$ cat config.mk
export PLATFORM = sky130hd
export DESIGN_NAME = imubc_group_ctrl
export DESIGN_NICKNAME = d
export VERILOG_FILES = /design/src/rtl/core/imubc_pkg.sv /design/src/rtl/core/imubc_group_ctrl.sv
export SDC_FILE = /design/constraint.sdc
export NUM_CORES = 1
export LEC_CHECK = 0
export ABC_AREA = 1
export BUFFER_PORTS_ARGS = -buffer_cell sky130_fd_sc_hd__clkbuf_2
export CAP_MARGIN = 25
export CORE_AREA = 2 2 39 41
export CTS_BUF_LIST = sky130_fd_sc_hd__clkbuf_8
export CTS_CLUSTER_SIZE = 10
export DETAILED_ROUTE_END_ITERATION = 8
export DIE_AREA = 0 0 41 43
export PLACE_DENSITY = 0.72
export RECOVER_POWER = 50
export SYNTH_ARGS = -nofsm -noshare
export SYNTH_HDL_FRONTEND = slang
export SYNTH_SLANG_ARGS = --single-unit
export TNS_END_PERCENT = 100
$ cat constraint.sdc
create_clock -name clock -period 1.95 [get_ports clock]
set_input_delay 0.39 -clock clock [delete_from_list [all_inputs] [get_ports clock]]
set_output_delay 0.39 -clock clock [all_outputs]
set_load 0.005 [all_outputs]
$ cat src/rtl/core/imubc_pkg.sv
package imubc_pkg;

   // Sample and calibration geometry.
   localparam int AXIS_W          = 16;
   localparam int SUM_W           = 24;
   localparam int COUNT_W         = 8;
   localparam int NUM_AXES        = 6;
   localparam int AXES_PER_GROUP  = 3;
   localparam int CAL_SAMPLES_DEF = 200;

   // Reciprocal used for the end-of-calibration divide: q = (|sum| * R) >> RECIP_SHIFT.
   localparam int RECIP_W     = 32;
   localparam int RECIP_SHIFT = 31;
   localparam int MAG_W       = SUM_W - 1;
   localparam int PROD_W      = MAG_W + RECIP_W;

   // Group indexes for the two calibration groups.
   localparam int GRP_ACC  = 0;
   localparam int GRP_GYRO = 1;

   typedef struct packed {
      logic signed [AXIS_W-1:0] accel_x;
      logic signed [AXIS_W-1:0] accel_y;
      logic signed [AXIS_W-1:0] accel_z;
      logic signed [AXIS_W-1:0] gyro_x;
      logic signed [AXIS_W-1:0] gyro_y;
      logic signed [AXIS_W-1:0] gyro_z;
      logic                     start_gyro_cal;
      logic                     start_acc_cal;
   } req_type;

   typedef struct packed {
      logic signed [AXIS_W-1:0] corr_accel_x;
      logic signed [AXIS_W-1:0] corr_accel_y;
      logic signed [AXIS_W-1:0] corr_accel_z;
      logic signed [AXIS_W-1:0] corr_gyro_x;
      logic signed [AXIS_W-1:0] corr_gyro_y;
      logic signed [AXIS_W-1:0] corr_gyro_z;
      logic                     gyro_cal_busy;
      logic                     acc_cal_busy;
   } rsp_type;

   // Per-cycle commands from a group sequencer to its three lanes.
   typedef struct packed {
      logic clear;   // zero offset and sum (calibration starts)
      logic accum;   // add this sample to the running sum
      logic finish;  // load the divided sum into the offset
   } lane_ctrl_type;

   // Status from a group sequencer to the merge stage.
   typedef struct packed {
      logic busy_next; // calibration still collecting after this request
      logic pending;   // divide in flight, hold off new requests
   } group_stat_type;

endpackage

$ cat src/rtl/core/imubc_group_ctrl.sv
module imubc_group_ctrl import imubc_pkg::*; #(
   parameter int CAL_SAMPLES = CAL_SAMPLES_DEF
) (
   input  logic           clock,
   input  logic           reset,
   input  logic           accept,
   input  logic           start,
   output lane_ctrl_type  ctrl,
   output group_stat_type stat
);

   logic               busy_ff, busy_in;
   logic [COUNT_W-1:0] count_ff, count_in;
   logic               fin1_ff, fin1_in;
   logic               fin2_ff;
   logic               starting;
   logic               active;
   logic [COUNT_W-1:0] count_inc;

   // Sample counting; the last sample launches the divide (fin1, then fin2).
   always_comb begin
      starting  = accept && start && !busy_ff;
      active    = accept && (busy_ff || starting);
      count_inc = (starting ? '0 : count_ff) + COUNT_W'(1);
      busy_in   = busy_ff;
      count_in  = count_ff;
      fin1_in   = 1'b0;
      if (active) begin
         if (count_inc >= COUNT_W'(CAL_SAMPLES)) begin
            busy_in  = 1'b0;
            count_in = '0;
            fin1_in  = 1'b1;
         end else begin
            busy_in  = 1'b1;
            count_in = count_inc;
         end
      end
      ctrl.clear     = starting;
      ctrl.accum     = active;
      ctrl.finish    = fin2_ff;
      stat.busy_next = busy_in;
      stat.pending   = fin1_ff || fin2_ff;
   end

   always_ff @(posedge clock) begin
      if (reset) begin
         busy_ff  <= 1'b0;
         count_ff <= '0;
         fin1_ff  <= 1'b0;
         fin2_ff  <= 1'b0;
      end else begin
         busy_ff  <= busy_in;
         count_ff <= count_in;
         fin1_ff  <= fin1_in;
         fin2_ff  <= fin1_ff;
      end
   end

endmodule

* Yosys cells after proc, flatten, opt, wreduce, memory -nomap -nowiden *
Cells that the tools add are included.

word-level totals
  register bits after elaboration = 11
  bits in latches = 0
  RAM bits = 0
  ROM bits = 0
  output and inout port bits = 5
  memories = 0

operators by class
  add/sub/neg operators = 1
  $mul = 0
  divide/modulo/power cells = 0
  order comparisons = 1
  eq/ne operators = 0
  shifts and indexed selects = 0
  multiplexer cells = 5
  bitwise gates (word level) = 1
  reduce and logical (&&, ||, !) cells = 7

operators by type and width
  cell                                         count
  two-way mux 8 bit                            2
  adder 8 x 1 -> 8 bit, second input constant  1
  >= comparator 8 bit, second input constant   1
  logical AND 1 bit                            3
  two-way mux 1 bit                            3
  logical OR 1 bit                             2
  OR reduction 2 bit                           1
  logical NOT 1 bit                            1
  NOT 1 bit                                    1

* Logic depth before layout (Yosys ltp) *
  word-level depth = 7
  gate-level depth with buffers = 13

* Worst setup path after synthesis *
Ideal clock, no wire load.

  kind = input to output
  start = input port accept
  end = output port stat[1] (netlist name)
  arrival time = 1.355 ns
  data required time = 1.560 ns
  path slack = 0.205 ns
  stages = 11
  cell sequence = nand3_4 -> nand3_4 -> nor2_4 -> nand2_1 -> nand2_2 -> nand3_2 -> inv_2 -> nand2_2 -> nand2_2 -> nand2_1 -> buf_4

on the way
  word-level cells in the longest chain between the ends = 7

ends and longest elaborated chain
  what                            line                    text
  from (decl)                     imubc_group_ctrl.sv:6   input logic accept,
  logical AND 1 bit (2 in a row)  imubc_group_ctrl.sv:22  starting = accept && start && !busy_ff;
  two-way mux 8 bit               imubc_group_ctrl.sv:24  count_inc = (starting ? '0 : count_ff) + COUNT_W'(1);
  adder 8 x 1 -> 8 bit            imubc_group_ctrl.sv:24
  >= comparator 8 bit             imubc_group_ctrl.sv:29  if (count_inc >= COUNT_W'(CAL_SAMPLES)) begin
  two-way mux 1 bit               imubc_group_ctrl.sv:29
  two-way mux 1 bit *             imubc_group_ctrl.sv:28  if (active) begin
  to (decl)                       imubc_group_ctrl.sv:9   output group_stat_type stat

Every way passes the cells marked *; elsewhere a longest branch is shown, timed or not.

==> results.json <==
{
  "cts_root_buf": "clkbuf_8",
  "reg2reg_slack_ns": 0.16,
  "viasPerCell": 4.89,
  "yosysUniqueCellTypes": 20,
  "hp-start": "reset",
  "synthCells": 105,
  "drive_above_1_share": 0.376,
  "tightest_slew_ns": 0.231,
  "clk_latency_ns": 0.25,
  "cap_violations": 0,
  "antenna_found_initial": 0,
  "power.total_uw": 594,
  "syn_to_final_growth_pct": 25.5,
  "routed_wl_mm": 1.60,
  "cpPeakStageDelay_ns": 0.32,
  "io-pin-count": 9,
  "final_common_cell": "nand2_1",
  "nNetsFinal": 131,
  "grt_first_pass_wirelength_mm": 2.63,
  "status": "finished with violations",
  "max_freq_ghz": 0.489,
  "finClkSkew_ns": 0.00723,
  "synth_area_leaders": "dfxtp_1, nand2_1, inv_1",
  "crit_required_ns": 1.56,
  "numCtsBuffers": 3,
  "cts.clk_slew.worst_paths_ns": 0.05,
  "htreeDepth": 1,
  "place_ws_ns": 0.00845,
  "gp_routability_congestion": 0.871,
  "grt_pass1_vias": 612,
  "synth_seq_area_share": 0.308,
  "design_area_sq_um": 898,
  "num_antenna_cells": 0,
  "cts_tree": "yes",
  "dpl.hpwl_mm": 1.08,
  "r2r_end": "count_ff[6]",
  "p_comb_frac": 0.182,
  "clock_sinks": 11,
  "cpMostUsedCell": "nand2_2",
  "worstSetupPathType": "reg -> out",
  "yosys.area.top_type_share": 0.308,
  "fp.dieArea_sq_mm": 0.00176,
  "min-delay-path-class": "in -> reg",
  "crit_arrival_ns": 1.65,
  "max-vdd-ir-drop_mv": 0.459,
  "max-slew-margin-rel": 0.846,
  "postSynthAreaPerCell_sq_um": 6.82,
  "row_count": 14,
  "die_w_um": 41,
  "syn-num-nets": 110,
  "fin_ws_ns": -0.0948,
  "drt_iter0_markers": 19,
  "drc": 0,
  "vias": 689,
  "yosys.area.top_type": "dfxtp_1",
  "violations": "negative setup slack",
  "powerDensity_mw_per_mm2": 661,
  "cts.path.max_buffers": 2,
  "port-buffer-count": 8,
  "layout_common_cells": "nand2_1, inv_1, buf_4",
  "rsz0062_at_grt": "true",
  "leakagePower_uw": 0.000436,
  "cp_max_fo": 8,
  "ant_nets": 0,
  "cp-start-kind": "flop",
  "holdPathStages": 2,
  "p_int_uw": 422,
  "hold_viol": 0,
  "grt.overflow.total": 0,
  "power_frac_seq": 0.423,
  "crit_chain": "inv_2 -> nand3_4 -> nand3_4 -> nor2_4 -> nand2_2 -> nand2_2 -> nand3_2 -> inv_2 -> nand2_2 -> nand2_2 -> nand2_1 -> clkbuf_2",
  "r2r_start": "busy_ff",
  "die_h_um": 43,
  "final-setup-viol-count": 1,
  "grt_max_degree": 12,
  "period_minus_slack_ns": 2.04,
  "worstSetupEndpointType": "primary output",
  "hold_path_end": "busy_ff",
  "place_area_sq_um": 771,
  "netSwitchingFraction": 0.289,
  "crit_slowest_cell": "dfxtp_2",
  "start_util": 0.517,
  "synth-seq-cells": 11,
  "firstDrtPassIters": 4,
  "r2r_cells": 14,
  "synth_area_sq_um": 716,
  "core_area_sq_mm": 0.00138,
  "grt_use_total": 0.224,
  "p_sw_uw": 171,
  "slew_viol_final": 0,
  "routedWlPerCell_um": 11.3,
  "period_share": 1.05,
  "yosysWarnings": 0,
  "pwr-share-clk": 0.394
}
logic make-up (layout without fill, tap and decap cells):
| kind of cell | after synthesis | after routing | synth area share |
|---|---|---|---|
| simple gates | 50 | 50 | 0.385 |
| buf+inv | 25 | 45 | 0.154 |
| compound gates | 17 | 17 | 0.124 |
| flops | 11 | 11 | 0.308 |
| fa+ha+maj | 1 | 1 | 0.0175 |
| xor+xnor | 1 | 1 | 0.0122 |
sequential cells by signal, summed over array words and instances (netlist names):
register	flops
fin1_ff	1
busy_ff	1
count_ff	8
fin2_ff	1
cell usage after synthesis (all sizes together):
library cell and count:
nand2 30, inv 20, a21oi 11, dfxtp 11, nor2 10, nand3 8, o21ai 6, buf 5
ha 1, nand4 1, or2 1, xnor2 1
metrics by stage:
step	hold slack (ns)	std cells	util	TNS, ns
global placement	0.401	128	0.557	0
floorplan	0.398	105	-	0
finish	0.387	141	0.649	-0.0948
CTS	0.383	138	0.630	-0.0399
global route	0.395	141	0.649	-0.224
detailed placement	0.420	128	0.557	0
critical path: cells and delay by family (launching register included):
family        cells  cell delay (ns)
buf+inv           3             0.24
flops             1             0.32
simple gates      9             0.85
metal layers:
metal	global-route usage	part of all wire	vias to the layer above	routed length (um)
li1	-	-	357	-
met2	0.353	0.49	21	780
met3	0.0471	0.034	2	55
met4	0.100	0.019	0	31
met1	0.277	0.46	309	729
met5	0	0	-	0
what timing repair did:
| item | in CTS | in global routing |
|---|---|---|
| endpoints found under the setup margin | 1 | 1 |
| buffers inserted | 6 | 3 |
| hold buffers | 0 | 0 |
| resized for setup | 3 | 2 |
| pin swaps | 4 | 5 |
power groups by stage:
stage	Sequential (uW)	Clock, uW	Combinational [uW]
after floorplan	251	0	76.3
after global placement	254	0	94.0
after detailed placement	254	0	95.8
after CTS	250	237	101
after global routing	252	241	122
final	251	234	108
cell type report:
| class | instances | area [sq um] |
|---|---|---|
| fill | 120 | 485 |
| multi-input combinational | 69 | 400 |
| sequential | 11 | 221 |
| timing repair buffer | 21 | 136 |
| inverter | 20 | 75.1 |
| clock buffer | 3 | 41.3 |
| tap | 16 | 20.0 |
| clock inverter | 1 | 3.75 |
how the worst max path moves through the flow:
stage / endpoint / cells past startpoint / startpoint
2_1_floorplan: stat[1] / 11 / accept
3_3_place_gp: stat[1] / 12 / accept
3_5_place_dp: stat[1] / 12 / accept
4_1_cts: stat[1] / 12 / busy_ff
5_1_grt: stat[1] / 12 / busy_ff
6_report: stat[1] / 12 / busy_ff
No activity file was read; power rests on OpenSTA's default activity.
