## config.mk

```make
export PLATFORM = sky130hd
export DESIGN_NAME = imubc_lane
export DESIGN_NICKNAME = d
export VERILOG_FILES = /design/src/rtl/core/imubc_pkg.sv /design/src/rtl/core/imubc_lane.sv
export SDC_FILE = /design/constraint.sdc
export NUM_CORES = 1
export LEC_CHECK = 0
export ABC_AREA = 1
export BUFFER_PORTS_ARGS = -buffer_cell sky130_fd_sc_hd__buf_2
export CAP_MARGIN = 20
export CORE_AREA = 2 2 217 305
export DETAILED_ROUTE_END_ITERATION = 7
export DIE_AREA = 0 0 219 307
export GPL_TIMING_DRIVEN = 0
export SLEW_MARGIN = 20
export SYNTH_ARGS = -nofsm -noshare
export SYNTH_HDL_FRONTEND = slang
export SYNTH_SLANG_ARGS = --single-unit
```

## constraint.sdc

```tcl
create_clock -name clock -period 6.2 [get_ports clock]
set_clock_uncertainty 0.1 [all_clocks]
set_input_delay 0.93 -clock clock [delete_from_list [all_inputs] [get_ports clock]]
set_output_delay 0.93 -clock clock [all_outputs]
set_load 0.01 [all_outputs]
```

## src/rtl/core/imubc_pkg.sv

```systemverilog
package imubc_pkg;

   // Sample and calibration geometry.
   localparam int AXIS_W          = 16;
   localparam int SUM_W           = 24;
   localparam int COUNT_W         = 8;
   localparam int NUM_AXES        = 6;
   localparam int AXES_PER_GROUP  = 3;
   localparam int CAL_SAMPLES_DEF = 200;

   // Reciprocal used for the end-of-calibration divide: q = (|sum| * R) >> RECIP_SHIFT.
   localparam int RECIP_W     = 32;
   localparam int RECIP_SHIFT = 31;
   localparam int MAG_W       = SUM_W - 1;
   localparam int PROD_W      = MAG_W + RECIP_W;

   // Group indexes for the two calibration groups.
   localparam int GRP_ACC  = 0;
   localparam int GRP_GYRO = 1;

   typedef struct packed {
      logic signed [AXIS_W-1:0] accel_x;
      logic signed [AXIS_W-1:0] accel_y;
      logic signed [AXIS_W-1:0] accel_z;
      logic signed [AXIS_W-1:0] gyro_x;
      logic signed [AXIS_W-1:0] gyro_y;
      logic signed [AXIS_W-1:0] gyro_z;
      logic                     start_gyro_cal;
      logic                     start_acc_cal;
   } req_type;

   typedef struct packed {
      logic signed [AXIS_W-1:0] corr_accel_x;
      logic signed [AXIS_W-1:0] corr_accel_y;
      logic signed [AXIS_W-1:0] corr_accel_z;
      logic signed [AXIS_W-1:0] corr_gyro_x;
      logic signed [AXIS_W-1:0] corr_gyro_y;
      logic signed [AXIS_W-1:0] corr_gyro_z;
      logic                     gyro_cal_busy;
      logic                     acc_cal_busy;
   } rsp_type;

   // Per-cycle commands from a group sequencer to its three lanes.
   typedef struct packed {
      logic clear;   // zero offset and sum (calibration starts)
      logic accum;   // add this sample to the running sum
      logic finish;  // load the divided sum into the offset
   } lane_ctrl_type;

   // Status from a group sequencer to the merge stage.
   typedef struct packed {
      logic busy_next; // calibration still collecting after this request
      logic pending;   // divide in flight, hold off new requests
   } group_stat_type;

endpackage

```

## src/rtl/core/imubc_lane.sv

```systemverilog
module imubc_lane import imubc_pkg::*; #(
   parameter logic [RECIP_W-1:0] CAL_RECIP = RECIP_W'(((64'd1 << RECIP_SHIFT)
                                              + CAL_SAMPLES_DEF - 1) / CAL_SAMPLES_DEF)
) (
   input  logic                     clock,
   input  logic                     reset,
   input  logic signed [AXIS_W-1:0] sample,
   input  lane_ctrl_type            ctrl,
   output logic signed [AXIS_W-1:0] corr
);

   logic signed [AXIS_W-1:0] offset_ff, offset_in;
   logic signed [SUM_W-1:0]  sum_ff, sum_in;
   logic [PROD_W-1:0]        prod_ff;
   logic                     neg_ff;
   logic signed [AXIS_W:0]   diff;
   logic signed [SUM_W-1:0]  sum_base;
   logic [SUM_W-1:0]         sum_mag;
   logic [AXIS_W:0]          quot;

   // Correction: raw minus offset, saturated to 16 bits.
   always_comb begin
      diff = {sample[AXIS_W-1], sample} - {offset_ff[AXIS_W-1], offset_ff};
      if (diff[AXIS_W] != diff[AXIS_W-1]) begin
         corr = diff[AXIS_W] ? {1'b1, {(AXIS_W-1){1'b0}}} : {1'b0, {(AXIS_W-1){1'b1}}};
      end else begin
         corr = diff[AXIS_W-1:0];
      end
   end

   // Running sum; a starting request restarts it from its own sample.
   always_comb begin
      sum_base = ctrl.clear ? '0 : sum_ff;
      sum_in   = ctrl.accum ? sum_base + SUM_W'(sample) : sum_base;
   end

   // Divide stage one: magnitude times reciprocal.
   assign sum_mag = sum_ff[SUM_W-1] ? -sum_ff : sum_ff;

   // Divide stage two: shift, restore the sign, truncation toward zero.
   always_comb begin
      quot = prod_ff[RECIP_SHIFT+AXIS_W:RECIP_SHIFT];
      if (ctrl.clear) begin
         offset_in = '0;
      end else if (ctrl.finish) begin
         offset_in = neg_ff ? -quot[AXIS_W-1:0] : quot[AXIS_W-1:0];
      end else begin
         offset_in = offset_ff;
      end
   end

   always_ff @(posedge clock) begin
      if (reset) begin
         offset_ff <= '0;
         sum_ff    <= '0;
      end else begin
         offset_ff <= offset_in;
         sum_ff    <= sum_in;
      end
   end

   always_ff @(posedge clock) begin
      prod_ff <= PROD_W'(sum_mag[MAG_W-1:0]) * PROD_W'(CAL_RECIP);
      neg_ff  <= sum_ff[SUM_W-1];
   end

endmodule

```

# Word-level counts from Yosys, hierarchy flattened
# Index checks and enable logic that the tools add are counted.
# Widths: inputs -> output; s select.
[word_totals]
inputBits = 21
register_bits = 88
[op_classes]
mul = 1
eq_ne = 1
mux = 6
n_addsub = 4
n_reduce_logical = 1
[ops]
columns = ["op", "n"]
rows = [
  ["$mux 16", 3],
  ["$mux 24", 2],
  ["$mul 23x24->47 const B", 1],
  ["$add 24x16->24", 1],
  ["$mux 23", 1],
  ["$neg 23->23", 1],
  ["$sub 16x16->17", 1],
  ["$neg 16->16", 1],
  ["$reduce_or 2->1", 1],
  ["$ne 1x1->1", 1],
]

# Logic depth before layout (Yosys ltp)
[depth]
word_depth = 3
mapped_depth = 36

# Least setup slack after synthesis
# No wires, ideal clock.
[synth_path]
path_type = "flip-flop to flip-flop"
startpoint = "register sum_ff[0]"
endpoint = "register prod_ff[37]"
arrival_time_ps = 6608
setup_slack_ps = -621
stages_incl_launch_ff = 26
setup_ps = 113
path_cell_list = "dfxtp_1 inv_2 ha_1 nand3_1 nor2_1 nand2_1 o31ai_1 xor2_1 inv_1 fa_1 inv_1 fa_1 inv_1 fa_1 fa_1 fa_1 fa_1 fa_1 ha_1 nand2_1 nor2_1 nand2_1 nor3_1 nand4_1 nand4_1 nand2_1"
[synth_via]
elab_chain_len = 3
[synth_lines]
columns = ["item", "line_no", "source"]
rows = [
  ["from (decl)", "imubc_lane.sv:13", "logic signed [SUM_W-1:0] sum_ff, sum_in;"],
  ["from (signal assigned)", "imubc_lane.sv:58", "sum_ff <= sum_in;"],
  ["$neg 23->23", "imubc_lane.sv:38", "assign sum_mag = sum_ff[SUM_W-1] ? -sum_ff : sum_ff;"],
  ["$mux 23 (*)", "imubc_lane.sv:38", ""],
  ["$mul 23x24->47 (*)", "imubc_lane.sv:63", "prod_ff <= PROD_W'(sum_mag[MAG_W-1:0]) * PROD_W'(CAL_RECIP);"],
  ["to (signal assigned)", "imubc_lane.sv:63", ""],
  ["to (decl)", "imubc_lane.sv:14", "logic [PROD_W-1:0] prod_ff;"],
]
# Every way passes the cells marked *; elsewhere a longest branch is shown, timed or not.
# A chain may end at the register's enable or synchronous reset.

# Final worst setup path
[layout_path]
startpoint = "register sum_ff[23]"
endpoint = "register prod_ff[42]"
[layout_via]
elab_chain_len = 2
[layout_lines]
columns = ["item", "line_no"]
rows = [
  ["$mux 23", "imubc_lane.sv:38"],
  ["$mul 23x24->47", "imubc_lane.sv:63"],
]
# No other way between the ends.

==> metrics.cfg <==
[hold_path]
min_delay_worst_endpoint = offset_ff[5]
timing.hold.worst.class = flop to flop
hold-path-cell-count = 2
worstHoldStart = offset_ff[5]

[yosys]
postSynthCellCount = 2222
post-synth-top-count-cell = sky130_fd_sc_hd__inv_1
synth_enable_flop_cells = 0
synthDominantCellAreaShare = 0.244
synthXorXnorAreaFrac = 0.0268
synth_simple_gate_area_frac = 0.219
cell_types_with_the_largest_area_share_after_synthesis = sky130_fd_sc_hd__fa_1, sky130_fd_sc_hd__ha_1, sky130_fd_sc_hd__inv_1
post_synth_instance_area_sq_um = 16000
post_synth_mux_area_share = 0
mean_instance_size_in_the_synthesized_netlist_sq_um = 7.20
synth_fa_ha_area_frac = 0.464
synth_top_family_by_area = adder cells
synth_largest_area_cell = sky130_fd_sc_hd__fa_1
distinct_cells_synth = 47
post_synth_most_frequent_cells = sky130_fd_sc_hd__inv_1, sky130_fd_sc_hd__nand2_1, sky130_fd_sc_hd__ha_1
yosysWarningCount = 0
syn_nets = 2720
area_fraction_in_compound_gates_after_synthesis = 0.0805
synth-seq-area-share = 0.0713
ys_async_sr_fraction = 0
ys_ff_latch = 57
synth-main-ff-cell = sky130_fd_sc_hd__dfxtp_1

[layout]
finalInstanceArea_sq_um = 20200
number_of_nets_in_the_layout = 2856
layout-drive-gt1-share = 0.210
fillCellCount = 6887
n_antenna_cell = 0
footprint_of_the_flip_flops_and_latches_sq_um = 1150
synth_to_final_area_change_pct = 26.0
multiInputGateArea_sq_um = 14500
utilization = 0.312

[routing]
detail_route.wirelength_mm = 51.9
route.vias.total = 14300
viasPerCell = 4.47
drt-pass1-iter-count = 6
detail-route-antenna-nets = 0
post_drt_wl_per_cell_microns = 16.2
drc = 0
initialDrtViolationCount = 621

[floorplanning]
die-height_microns = 307
area_of_the_core_region_sq_um = 64700
die_width_microns = 219
die-area_sq_um = 67200
initial_core_util = 0.247
ioPinCount = 37
floorplan.rows = 111

[sta]
worstMarginPinSlew_ns = 0.655
finalMaxSlewViolations = 0
finalHoldViolCount = 0
min_period_over_period = 1.05
fmax_mhz = 154
layout_setup_ws_ns = -0.304
rsz_0062_raised_after_global_routing = yes
min_period_ns = 6.50
setup_viol = 16
slew-limit-headroom = 0.563
fin_tns_setup_ns = -4.10

[global_routing]
grt_pass1_vias = 15200
largest_net_degree_at_the_start_of_global_routing = 11
grt_pass1_wl_mm = 80.1
grt_overflow = 0
globalRouteTotalUtil = 0.157
number_of_antenna_violations_at_the_first_check_in_global_routing = 0

[cts]
tritoncts.num_buffers = 9
cts_root_buf = sky130_fd_sc_hd__clkbuf_16
maximum_root_to_sink_buffer_count = 2
tritoncts_clock_tree = yes
h-tree-depth = 3
cts_sinks = 57
clkLatencyLatePin_ns = 0.34
clk_pin_slew_ns = 0.05

[run_status]
violations = setup timing
run_status = finished, violations left

[critical_path]
worst-path-buf-inv = 6
slowest_delay_ns = 0.53
path_class = flop to flop
worstPathRequired_ns = 6.37
critPathMaxFanout = 10
path_depth = 24
cp_cell_sequence = buf_6 -> clkinvlp_4 -> or2_2 -> xor2_4 -> buf_4 -> ha_1 -> inv_1 -> fa_1 -> fa_1 -> fa_1 -> fa_1 -> inv_1 -> fa_1 -> fa_1 -> ha_1 -> nand2_1 -> inv_1 -> nand2_1 -> nand2_1 -> a21oi_1 -> o21ai_2 -> a21oi_1 -> nand3_1 -> nand2_1
path_common_cell = sky130_fd_sc_hd__fa_1
setup_slack_of_the_most_critical_reg_to_reg_path_ns = -0.30
critPathTopFamily = adder cells
cp_slowest_cell = sky130_fd_sc_hd__fa_1
critPathCaptureType = flop
arrival_ns = 6.68
critPathLaunchType = flop
regToRegEndpoint = prod_ff[42]
worstRegToRegCells = 24
r2r_start = sum_ff[23]

[placement]
port-buffer-count = 34
post-dp-hpwl_mm = 44.4
gpl.final_weighted_congestion = 0.923
detailedPlace.worstSlack_ns = -1.42
dpl_cell_area_sq_um = 17800

[run]
max_cap_viol_count = 0

cell families after synthesis:
family / Yosys count
flip-flops: 57
adder cells (fa/ha/maj): 477
XOR/XNOR: 49
buffers and inverters: 582
AND/OR/NAND/NOR: 827
AO/OA/AOI/OAI: 230
area by class of cell:
cell class              count  share of cell area
multi-input cells        1583               0.717
repair buffers            125              0.0473
flip-flops and latches     57              0.0570
plain buffers              17             0.00509
clock buffers              11              0.0120
well taps                 847              0.0525
clock inverters             5             0.00261
inverters                 565               0.107
state kept, by name (all words and copies together) (netlist names):
signal	count
prod_ff	16
offset_ff	16
neg_ff	1
sum_ff	24
how the worst max path moves through the flow:
stage                     from           to  slack (ns)
finish              sum_ff[23]  prod_ff[42]       -0.30
global route         sum_ff[0]  prod_ff[46]       -0.55
detailed placement   sum_ff[0]  prod_ff[43]       -1.42
floorplan            sum_ff[0]  prod_ff[39]       -0.02
global placement     sum_ff[0]  prod_ff[39]       -1.65
CTS                  sum_ff[0]  prod_ff[37]       -0.25
routing by layer:
layer | up-vias | part of all wire | track usage
met1 | 6712 | 0.34 | 0.144
met5 | - | 0 | 0
met3 | 177 | 0.025 | 0.00979
li1 | 7105 | - | -
met2 | 355 | 0.55 | 0.315
met4 | 0 | 0.087 | 0.118
worst min-delay path: stages, from the launching register on:
cell,delay (ns)
sky130_fd_sc_hd__dfxtp_1,0.32
sky130_fd_sc_hd__o221ai_1,0.11
sky130_fd_sc_hd__inv_1,0.05
per-stage QoR:
step	hold slack [ns]	instances
floorplan	0.316	2222
global placement	0.348	3103
detailed placement	0.349	3103
CTS	0.419	3200
global route	0.461	3210
finish	0.414	3210
cells in the final DEF (no fill, tap or decap), types with 27 or more instances in the layout:
master | Yosys | layout
sky130_fd_sc_hd__inv_1 | 552 | 500
sky130_fd_sc_hd__nand2_1 | 440 | 381
sky130_fd_sc_hd__ha_1 | 282 | 233
sky130_fd_sc_hd__fa_1 | 195 | 168
sky130_fd_sc_hd__nor2_1 | 201 | 160
sky130_fd_sc_hd__a21oi_1 | 107 | 85
sky130_fd_sc_hd__nand3_1 | 88 | 82
sky130_fd_sc_hd__buf_4 | 0 | 78
sky130_fd_sc_hd__inv_2 | 12 | 56
sky130_fd_sc_hd__nand2_2 | 21 | 55
sky130_fd_sc_hd__dfxtp_1 | 57 | 54
sky130_fd_sc_hd__o21ai_0 | 65 | 52
sky130_fd_sc_hd__ha_4 | 0 | 41
sky130_fd_sc_hd__buf_2 | 2 | 34
sky130_fd_sc_hd__nand4_1 | 32 | 32
sky130_fd_sc_hd__fa_2 | 0 | 27
timing repair:
action / in CTS / in global routing
buffers inserted: 81 / 10
hold buffers: 0 / 0
pin swaps: 135 / 69
endpoints found under the setup margin: 16 / 16
resized for setup: 214 / 107
Power is left out: the tool's default activity adds up to more than one toggle a clock period on the data nets, which glitch-free logic cannot reach.
